[src/design/spts_pkg.sv]
package spts_pkg;

    localparam int SlotW = 40;
    localparam int NumW  = 32;
    localparam int CtW   = 8;
    localparam int RetW  = 4;

    typedef enum logic [2:0] {
        FN_REQUEST = 3'd0,
        FN_TICK    = 3'd1,
        FN_OUTCOME = 3'd2,
        FN_CANCEL  = 3'd3,
        FN_QUERY   = 3'd4
    } t_func;

    localparam logic [1:0] ST_OK     = 2'd0;
    localparam logic [1:0] ST_FULL   = 2'd1;
    localparam logic [1:0] ST_NOJOB  = 2'd2;

    localparam logic [1:0] CH_EVEN = 2'd0;
    localparam logic [1:0] CH_ODD  = 2'd1;

    localparam logic [0:0] REG_RETRY_LIMIT = 1'd0;

    // controller to datapath
    typedef struct packed {
        logic load;     // capture input item, clear scan state
        logic scan;     // examine the entry at the scan index
        logic finish;   // apply the update and build the result
    } t_cmd;

    // datapath to controller
    typedef struct packed {
        logic scan_last;
    } t_stat;

endpackage

[src/design/spts_ctrl.sv]
module spts_ctrl (
    input  logic            i_clk,
    input  logic            i_rst_n,
    input  logic            i_in_valid,
    output logic            o_in_ready,
    output logic            o_out_valid,
    input  logic            i_out_ready,
    input  spts_pkg::t_stat i_stat,
    output spts_pkg::t_cmd  o_cmd
);

    typedef enum logic [3:0] {
        S_IDLE   = 4'b0001,
        S_SCAN   = 4'b0010,
        S_FINISH = 4'b0100,
        S_OUT    = 4'b1000
    } t_state;

    t_state r_state, n_state;

    always_comb begin
        n_state = r_state;
        o_cmd   = '0;
        unique case (r_state)
            S_IDLE: begin
                if (i_in_valid) begin
                    o_cmd.load = 1'b1;
                    n_state    = S_SCAN;
                end
            end
            S_SCAN: begin
                o_cmd.scan = 1'b1;
                if (i_stat.scan_last) n_state = S_FINISH;
            end
            S_FINISH: begin
                o_cmd.finish = 1'b1;
                n_state      = S_OUT;
            end
            S_OUT: begin
                if (i_out_ready) n_state = S_IDLE;
            end
            default: n_state = S_IDLE;
        endcase
    end

    assign o_in_ready  = (r_state == S_IDLE);
    assign o_out_valid = (r_state == S_OUT);

    always_ff @(posedge i_clk) begin
        if (!i_rst_n) begin
            r_state <= S_IDLE;
        end else begin
            r_state <= n_state;
        end
    end

endmodule

[src/design/spts_dp.sv]
module spts_dp #(
    parameter int JOB_ENTRIES = 16
) (
    input  logic                          i_clk,
    input  logic                          i_rst_n,
    input  spts_pkg::t_cmd                i_cmd,
    output spts_pkg::t_stat               o_stat,
    input  logic [spts_pkg::RetW-1:0]     i_retry_limit,
    input  logic [2:0]                    i_func,
    input  logic [spts_pkg::SlotW-1:0]    i_slot_now,
    input  logic [spts_pkg::CtW-1:0]      i_contact_id,
    input  logic [1:0]                    i_slot_choice,
    input  logic                          i_contact_done,
    output logic [1:0]                    o_status,
    output logic                          o_transmit_now,
    output logic [spts_pkg::NumW-1:0]     o_job_number,
    output logic [spts_pkg::CtW-1:0]      o_job_contact,
    output logic [spts_pkg::SlotW-1:0]    o_job_slot,
    output logic [spts_pkg::RetW-1:0]     o_job_retries
);

    localparam int IW = (JOB_ENTRIES > 1) ? $clog2(JOB_ENTRIES) : 1;
    localparam int SW = spts_pkg::SlotW;

    // table
    logic                     r_used  [JOB_ENTRIES];
    logic                     r_canc  [JOB_ENTRIES];
    logic [spts_pkg::NumW-1:0] r_num  [JOB_ENTRIES];
    logic [spts_pkg::CtW-1:0]  r_ct   [JOB_ENTRIES];
    logic [SW-1:0]             r_slot [JOB_ENTRIES];
    logic                      r_par  [JOB_ENTRIES];
    logic [spts_pkg::RetW-1:0] r_ret  [JOB_ENTRIES];

    logic [IW-1:0]             r_pick;
    logic                      r_pick_v;
    logic [spts_pkg::NumW-1:0] r_id;

    // captured item
    logic [2:0]                r_func;
    logic [SW-1:0]             r_now;
    logic [spts_pkg::CtW-1:0]  r_cid;
    logic [1:0]                r_choice;
    logic                      r_done;

    // scan state
    logic [IW-1:0]             r_idx;
    logic                      r_hit;   // free / best / pending found
    logic [IW-1:0]             r_hidx;
    logic                      r_seen;  // query: first entry of the contact seen
    logic [spts_pkg::RetW-1:0] r_rcnt;
    logic                      r_any;   // cancel: live job cancelled

    logic [SW-1:0] w_next;
    logic          w_live, w_cmatch, w_free;
    logic [SW-1:0] w_ts;

    assign w_next   = r_now + SW'(1);
    assign w_live   = r_used[r_idx] && !r_canc[r_idx];
    assign w_cmatch = r_used[r_idx] && (r_ct[r_idx] == r_cid);
    assign w_free   = !w_live;
    assign w_ts     = r_slot[r_idx];
    assign o_stat.scan_last = (r_idx == IW'(JOB_ENTRIES - 1));

    // request target
    logic [SW-1:0] w_target;
    logic          w_tpar;
    always_comb begin
        unique case (r_choice)
            spts_pkg::CH_EVEN: begin
                w_target = r_now[0] ? r_now + SW'(1) : r_now + SW'(2);
                w_tpar   = 1'b0;
            end
            spts_pkg::CH_ODD: begin
                w_target = r_now[0] ? r_now + SW'(2) : r_now + SW'(1);
                w_tpar   = 1'b1;
            end
            default: begin
                w_target = r_now + SW'(1);
                w_tpar   = w_target[0];
            end
        endcase
    end

    logic [SW-1:0] w_rs0, w_rs;
    assign w_rs0 = r_now + SW'(3);
    assign w_rs  = (w_rs0[0] != r_par[r_pick]) ? w_rs0 + SW'(1) : w_rs0;

    always_ff @(posedge i_clk) begin
        if (!i_rst_n) begin
            for (int k = 0; k < JOB_ENTRIES; k++) begin
                r_used[k] <= 1'b0;
                r_canc[k] <= 1'b0;
            end
            r_pick   <= '0;
            r_pick_v <= 1'b0;
            r_id     <= spts_pkg::NumW'(1);
            r_idx    <= '0;
            r_hit    <= 1'b0;
        end else if (i_cmd.load) begin
            r_func   <= i_func;
            r_now    <= i_slot_now;
            r_cid    <= i_contact_id;
            r_choice <= i_slot_choice;
            r_done   <= i_contact_done;
            r_idx    <= '0;
            r_hit    <= 1'b0;
            r_hidx   <= '0;
            r_seen   <= 1'b0;
            r_rcnt   <= '0;
            r_any    <= 1'b0;
        end else if (i_cmd.scan) begin
            r_idx <= r_idx + IW'(1);
            unique case (r_func)
                spts_pkg::FN_REQUEST: begin
                    if (!r_hit && w_free) begin
                        r_hit  <= 1'b1;
                        r_hidx <= r_idx;
                    end
                end
                spts_pkg::FN_TICK: begin
                    if (w_live && w_ts <= w_next &&
                        (!r_hit || w_ts < r_slot[r_hidx])) begin
                        r_hit  <= 1'b1;
                        r_hidx <= r_idx;
                    end
                end
                spts_pkg::FN_CANCEL: begin
                    if (w_cmatch) begin
                        if (!r_canc[r_idx]) r_any <= 1'b1;
                        r_canc[r_idx] <= 1'b1;
                    end
                end
                spts_pkg::FN_QUERY: begin
                    if (w_cmatch) begin
                        if (!r_seen) begin
                            r_seen <= 1'b1;
                            r_rcnt <= r_ret[r_idx];
                        end
                        if (!r_hit && !r_canc[r_idx]) begin
                            r_hit  <= 1'b1;
                            r_hidx <= r_idx;
                        end
                    end
                end
                default: ;
            endcase
        end else if (i_cmd.finish) begin
            o_status       <= spts_pkg::ST_NOJOB;
            o_transmit_now <= 1'b0;
            o_job_number   <= '0;
            o_job_contact  <= '0;
            o_job_slot     <= '0;
            o_job_retries  <= '0;
            unique case (r_func)
                spts_pkg::FN_REQUEST: begin
                    if (!r_hit) begin
                        o_status <= spts_pkg::ST_FULL;
                    end else begin
                        if (r_pick_v && r_pick == r_hidx) r_pick_v <= 1'b0;
                        r_used[r_hidx] <= 1'b1;
                        r_canc[r_hidx] <= 1'b0;
                        r_num[r_hidx]  <= r_id;
                        r_ct[r_hidx]   <= r_cid;
                        r_slot[r_hidx] <= w_target;
                        r_par[r_hidx]  <= w_tpar;
                        r_ret[r_hidx]  <= '0;
                        r_id           <= r_id + spts_pkg::NumW'(1);
                        o_status       <= spts_pkg::ST_OK;
                        o_job_number   <= r_id;
                        o_job_contact  <= r_cid;
                        o_job_slot     <= w_target;
                    end
                end
                spts_pkg::FN_TICK: begin
                    o_status <= spts_pkg::ST_OK;
                    if (r_hit && r_par[r_hidx] == w_next[0]) begin
                        r_pick_v       <= 1'b1;
                        r_pick         <= r_hidx;
                        o_transmit_now <= 1'b1;
                        o_job_number   <= r_num[r_hidx];
                        o_job_contact  <= r_ct[r_hidx];
                        o_job_slot     <= r_slot[r_hidx];
                        o_job_retries  <= r_ret[r_hidx];
                    end else begin
                        r_pick_v <= 1'b0;
                    end
                end
                spts_pkg::FN_OUTCOME: begin
                    r_pick_v <= 1'b0;
                    if (r_pick_v && r_used[r_pick] && !r_canc[r_pick]) begin
                        o_status      <= spts_pkg::ST_OK;
                        o_job_number  <= r_num[r_pick];
                        o_job_contact <= r_ct[r_pick];
                        if (r_done || r_ret[r_pick] >= i_retry_limit) begin
                            r_canc[r_pick] <= 1'b1;
                            o_job_slot     <= r_slot[r_pick];
                            o_job_retries  <= r_ret[r_pick];
                        end else begin
                            r_ret[r_pick]  <= r_ret[r_pick] + spts_pkg::RetW'(1);
                            r_slot[r_pick] <= w_rs;
                            o_job_slot     <= w_rs;
                            o_job_retries  <= r_ret[r_pick] + spts_pkg::RetW'(1);
                        end
                    end
                end
                spts_pkg::FN_CANCEL: begin
                    o_status <= r_any ? spts_pkg::ST_OK : spts_pkg::ST_NOJOB;
                end
                spts_pkg::FN_QUERY: begin
                    o_job_retries <= r_rcnt;
                    if (r_hit) begin
                        o_status      <= spts_pkg::ST_OK;
                        o_job_number  <= r_num[r_hidx];
                        o_job_contact <= r_ct[r_hidx];
                        o_job_slot    <= r_slot[r_hidx];
                    end
                end
                default: ;
            endcase
        end
    end

endmodule

[src/design/slot_parity_tx_job_scheduler_core.sv]
// Transmit job table with JOB_ENTRIES entries. The result of an accepted item is valid
// after a sequential scan over every table entry and then an update step. The next item
// is taken the cycle after the result has been transferred, so items are handled one at
// a time, and an output that waits for ready holds off the next item.
// retry_limit sits at byte address 0 of the register port and resets to 3.
module slot_parity_tx_job_scheduler_core #(
    parameter int JOB_ENTRIES = 16
) (
    input  logic        i_clk,
    input  logic        i_rst_n,
    input  logic        psel,
    input  logic        penable,
    input  logic        pwrite,
    input  logic [0:0]  paddr,
    input  logic [31:0] pwdata,
    output logic [31:0] prdata,
    output logic        pready,
    input  logic        i_in_valid,
    output logic        o_in_ready,
    input  logic [2:0]  i_func,
    input  logic [39:0] i_slot_now,
    input  logic [7:0]  i_contact_id,
    input  logic [1:0]  i_slot_choice,
    input  logic        i_contact_done,
    output logic        o_out_valid,
    input  logic        i_out_ready,
    output logic [1:0]  o_status,
    output logic        o_transmit_now,
    output logic [31:0] o_job_number,
    output logic [7:0]  o_job_contact,
    output logic [39:0] o_job_slot,
    output logic [3:0]  o_job_retries
);

    logic [3:0]      r_retry_limit;
    spts_pkg::t_cmd  w_cmd;
    spts_pkg::t_stat w_stat;

    assign pready = 1'b1;
    assign prdata = (paddr == spts_pkg::REG_RETRY_LIMIT) ? {28'd0, r_retry_limit} : 32'd0;

    always_ff @(posedge i_clk) begin
        if (!i_rst_n) begin
            r_retry_limit <= 4'd3;
        end else if (psel && penable && pwrite && paddr == spts_pkg::REG_RETRY_LIMIT) begin
            r_retry_limit <= pwdata[3:0];
        end
    end

    spts_ctrl u_ctrl (
        .i_clk       (i_clk),
        .i_rst_n     (i_rst_n),
        .i_in_valid  (i_in_valid),
        .o_in_ready  (o_in_ready),
        .o_out_valid (o_out_valid),
        .i_out_ready (i_out_ready),
        .i_stat      (w_stat),
        .o_cmd       (w_cmd)
    );

    spts_dp #(.JOB_ENTRIES(JOB_ENTRIES)) u_dp (
        .i_clk          (i_clk),
        .i_rst_n        (i_rst_n),
        .i_cmd          (w_cmd),
        .o_stat         (w_stat),
        .i_retry_limit  (r_retry_limit),
        .i_func         (i_func),
        .i_slot_now     (i_slot_now),
        .i_contact_id   (i_contact_id),
        .i_slot_choice  (i_slot_choice),
        .i_contact_done (i_contact_done),
        .o_status       (o_status),
        .o_transmit_now (o_transmit_now),
        .o_job_number   (o_job_number),
        .o_job_contact  (o_job_contact),
        .o_job_slot     (o_job_slot),
        .o_job_retries  (o_job_retries)
    );

endmodule

[config.mk]
export PLATFORM = sky130hd
export DESIGN_NAME = slot_parity_tx_job_scheduler_core
export DESIGN_NICKNAME = d
export VERILOG_FILES = /design/src/design/spts_pkg.sv /design/src/design/spts_ctrl.sv /design/src/design/spts_dp.sv /design/src/design/slot_parity_tx_job_scheduler_core.sv
export SDC_FILE = /design/constraint.sdc
export NUM_CORES = 2
export LEC_CHECK = 0
export BUFFER_PORTS_ARGS = -buffer_cell sky130_fd_sc_hd__buf_2
export CELL_PAD_IN_SITES_DETAIL_PLACEMENT = 0
export CELL_PAD_IN_SITES_GLOBAL_PLACEMENT = 1
export CORE_MARGIN = 5
export CORE_UTILIZATION = 30
export CTS_CLUSTER_DIAMETER = 60
export DETAILED_ROUTE_END_ITERATION = 10
export PLACE_DENSITY_LB_ADDON = 0.08
export SYNTH_ARGS = -nofsm -noshare
export SYNTH_HDL_FRONTEND = slang
export SYNTH_SLANG_ARGS = --single-unit
[constraint.sdc]
create_clock -name i_clk -period 19.1 [get_ports i_clk]
set_clock_uncertainty 0.05 [all_clocks]
set_input_delay 1.91 -clock i_clk [delete_from_list [all_inputs] [get_ports i_clk]]
set_output_delay 1.91 -clock i_clk [all_outputs]
set_load 0.05 [all_outputs]
==> out/qor.yml <==
critical-path-top-delay-family: "buffers and inverters"
synth.most_common_cell: "edfxtp_1"
synth_top_area_frac: 0.5376
hold_viol: 0
clk_latency_ns: 0.90
slew_headroom: 0.1535
cpMostUsedCell: "buf_4"
end_kind: "register"
multi_input_area_um2: 35630
antenna_found_initial: 12
drc: 0
io_pins: 216
critPathBufInv: 4
met3_usage: 0.02679
overflow: 0
setup_viol: 0
synth-seq-area-share: 0.5599
core_area_um2: 279600
slew_violations: 0
grt_usage: 0.2020
cp_cell_sequence: "buf_4, mux4_2, mux4_2, inv_1, ha_1, nand2b_1, a21oi_1, o21ai_4, buf_4, nor3_2, a31oi_1, nor2_4, buf_4"
wl_per_cell_um: 34.50
synth_edf_count: 1511
use_met2: 0.3386
crit_slowest_cell: "nor3_2"
netlist_area_um2: 84400
cts_max_level: 4
fin_cells: 8720
ant_nets: 0
ys_top_cells_by_count: "1,511 x edfxtp_1, 1,095 x mux4_2, 251 x clkbuf_1"
total_power_mw: 8.283
area.sequential_um2: 47290
clock-sinks: 1605
fin_crit_sh: 0.3971
grt_pass1_vias: 51170
synth_cell_type_count: 86
synthTopCellsByArea: "edfxtp_1 54%, mux4_2 29%, dfxtp_1 2.2%"
clk_pin_slew_ns: 0.06
synth_top_area_cell: "edfxtp_1"
power_leakage_nw: 28.92
crit_required_ns: 19.50
synth_flop_cell: "edfxtp_1"
io_buffer_count: 158
power_density_nw_per_um2: 85.68
cp_max_fo: 34
finalNetCount: 5012
synth_warnings: 0
syn2layout_area_growth_pct: 14.55
synth.avg_cell_area_um2: 17.99
cts_buffers: 206
dieArea_um2: 292000
die_w_um: 540.4
internal_power_mw: 6.390
num_rows: 194
clockBufferDepth: 4
slowest_delay_ns: 0.81
clkPwrFrac: 0.478
peakVddDrop_v: 0.00007837
grt_max_degree: 112
p_sw_mw: 1.893
die_h_um: 540.4
worst_slew_pin_slew_ns: 1.267
dp_worst_setup_slack_ns: 11.34
finalSetupTns_ns: 0
critPathLaunchType: "register"
status: "completed"
grt_pass1_wl_um: 419700
critPathKind: "register to register"
synthesis.instances: 4691
post_cts_resized: 0
initialDrtViolationCount: 4240
p_comb_frac: 0.057
routed_wl_um: 300800
fmax_mhz: 131.9
arrival_ns: 7.98
viasPerCell: 5.627
dp_hpwl_um: 178900
drive_gt1_frac: 0.3589
seq_power_share: 0.466
grt.busiest_layer: "met2"
p_sw_frac: 0.2285
drt_first_pass_iters: 5
cts_tree: "built"
gp_congestion: 0.8390
rsz0062_at_grt: "false"
fill_cells: 26390
async_flop_share: 0
worstHoldPathType: "register to register"
vias: 49070
fin_util: 0.3457
hold_buffers: 0
cts_setup_buffers: 0
maxCapViolations: 0
initial_utilization: 0.3018
fin_ws_ns: 11.52
grtUsageMet1: 0.2798
cts_root_buffer: "clkbuf_16"
period_minus_slack_ns: 7.584
place_inst: 8342
ys_ff_latch: 1605
power groups by stage:
stage	Combinational, mW	Sequential (mW)	Clock, mW
6_report	0.468	3.86	3.96
5_1_grt	0.501	3.86	4.21
4_1_cts	0.476	3.86	4.06
3_5_place_dp	0.475	3.93	0
3_3_place_gp	0.476	3.93	0
2_1_floorplan	0.344	3.90	0
state kept, by name (all words and copies together) (netlist names), 3 cells and up, named ones only:
| signal | cells |
|---|---|
| u_dp.r_canc | 16 |
| u_dp.r_now | 40 |
| u_dp.r_rcnt | 4 |
| u_dp.o_job_number | 32 |
| u_dp.r_func | 3 |
| u_dp.r_ret | 64 |
| u_dp.o_job_contact | 8 |
| u_dp.o_job_retries | 4 |
| u_dp.r_used | 16 |
| u_dp.r_id | 32 |
| u_dp.r_ct | 128 |
| u_dp.r_slot | 640 |
| r_retry_limit | 4 |
| u_dp.r_cid | 8 |
| u_dp.r_hidx | 4 |
| u_dp.r_pick | 4 |
| u_dp.r_par | 16 |
| u_dp.r_idx | 4 |
| u_dp.r_num | 512 |
| u_dp.o_job_slot | 40 |
| u_ctrl.r_state | 4 |
final timing paths:
path | slack [ns] | cells after the start | endpoint | start
worst min-delay path | 0.43 | 1 | u_dp.r_used[3]$_DFF_P_ | u_dp.r_used[3]$_DFF_P_
worst max-delay path | 11.52 | 13 | u_dp.r_slot[0][24]$_DFFE_PP_ | register
worst min register to register | 0.43 | 1 | u_dp.r_used[3]$_DFF_P_ | u_dp.r_used[3]$_DFF_P_
worst max register to register | 11.52 | 13 | u_dp.r_slot[0][24]$_DFFE_PP_ | register
metal layers:
metal / wire length (µm) / vias up
met5: 13 / -
met4: 7110 / 2
met3: 14170 / 388
met2: 146600 / 1486
met1: 133000 / 26900
li1: - / 20300
worst reg2reg max path, stage by stage, from the launching register on:
cell	delay, ns
dfxtp_4	0.79
buf_4	0.74
mux4_2	0.66
mux4_2	0.54
inv_1	0.14
ha_1	0.24
nand2b_1	0.14
a21oi_1	0.25
o21ai_4	0.13
buf_4	0.33
nor3_2	0.83
a31oi_1	0.52
nor2_4	0.81
buf_4	0.82
logic make-up (layout without fill, tap and decap cells):
group | Yosys count | in the layout | synth area share
AOI/OAI and AO/OA | 393 | 393 | 0.03393
xor gates and xnor gates | 192 | 192 | 0.01992
adders and majority gates | 92 | 92 | 0.01364
buffers and inverters | 462 | 737 | 0.02296
DFF | 1605 | 1605 | 0.5599
muxes | 1171 | 1171 | 0.3013
other | 2 | 32 | 0.00008898
and+or+nand+nor | 774 | 774 | 0.04829
through the flow:
step / hold WS, ns / instance area (µm²)
floorplan: 0.3859 / 84500
global placement: 0.4099 / 89810
detailed placement: 0.4216 / 89810
CTS: 0.4340 / 96670
global route: 0.4497 / 96670
finish: 0.4261 / 96680
placed cells by master, fill, tap and decap left out, types with 75 or more instances in the layout:
| cell type | netlist | routed |
|---|---|---|
| clkbuf_16 | 0 | 208 |
| o21ai_0 | 76 | 75 |
| nand2_1 | 171 | 170 |
| buf_4 | 36 | 137 |
| nor2_1 | 169 | 141 |
| buf_2 | 48 | 157 |
| dfxtp_1 | 94 | 84 |
| mux4_2 | 1095 | 1095 |
| edfxtp_1 | 1511 | 1511 |
| ha_1 | 92 | 92 |
| xnor2_1 | 124 | 124 |
cell type report:
type / instances / share of cell area
tap: 3724 / 0.04820
inverter: 59 / 0.002446
multi-input combinational: 2651 / 0.3685
clock buffer: 250 / 0.05640
sequential: 1605 / 0.4892
timing repair buffer: 303 / 0.02063
antenna: 3 / 0.00007765
clock inverter: 125 / 0.01457
No activity file was read; power rests on OpenSTA's default activity.
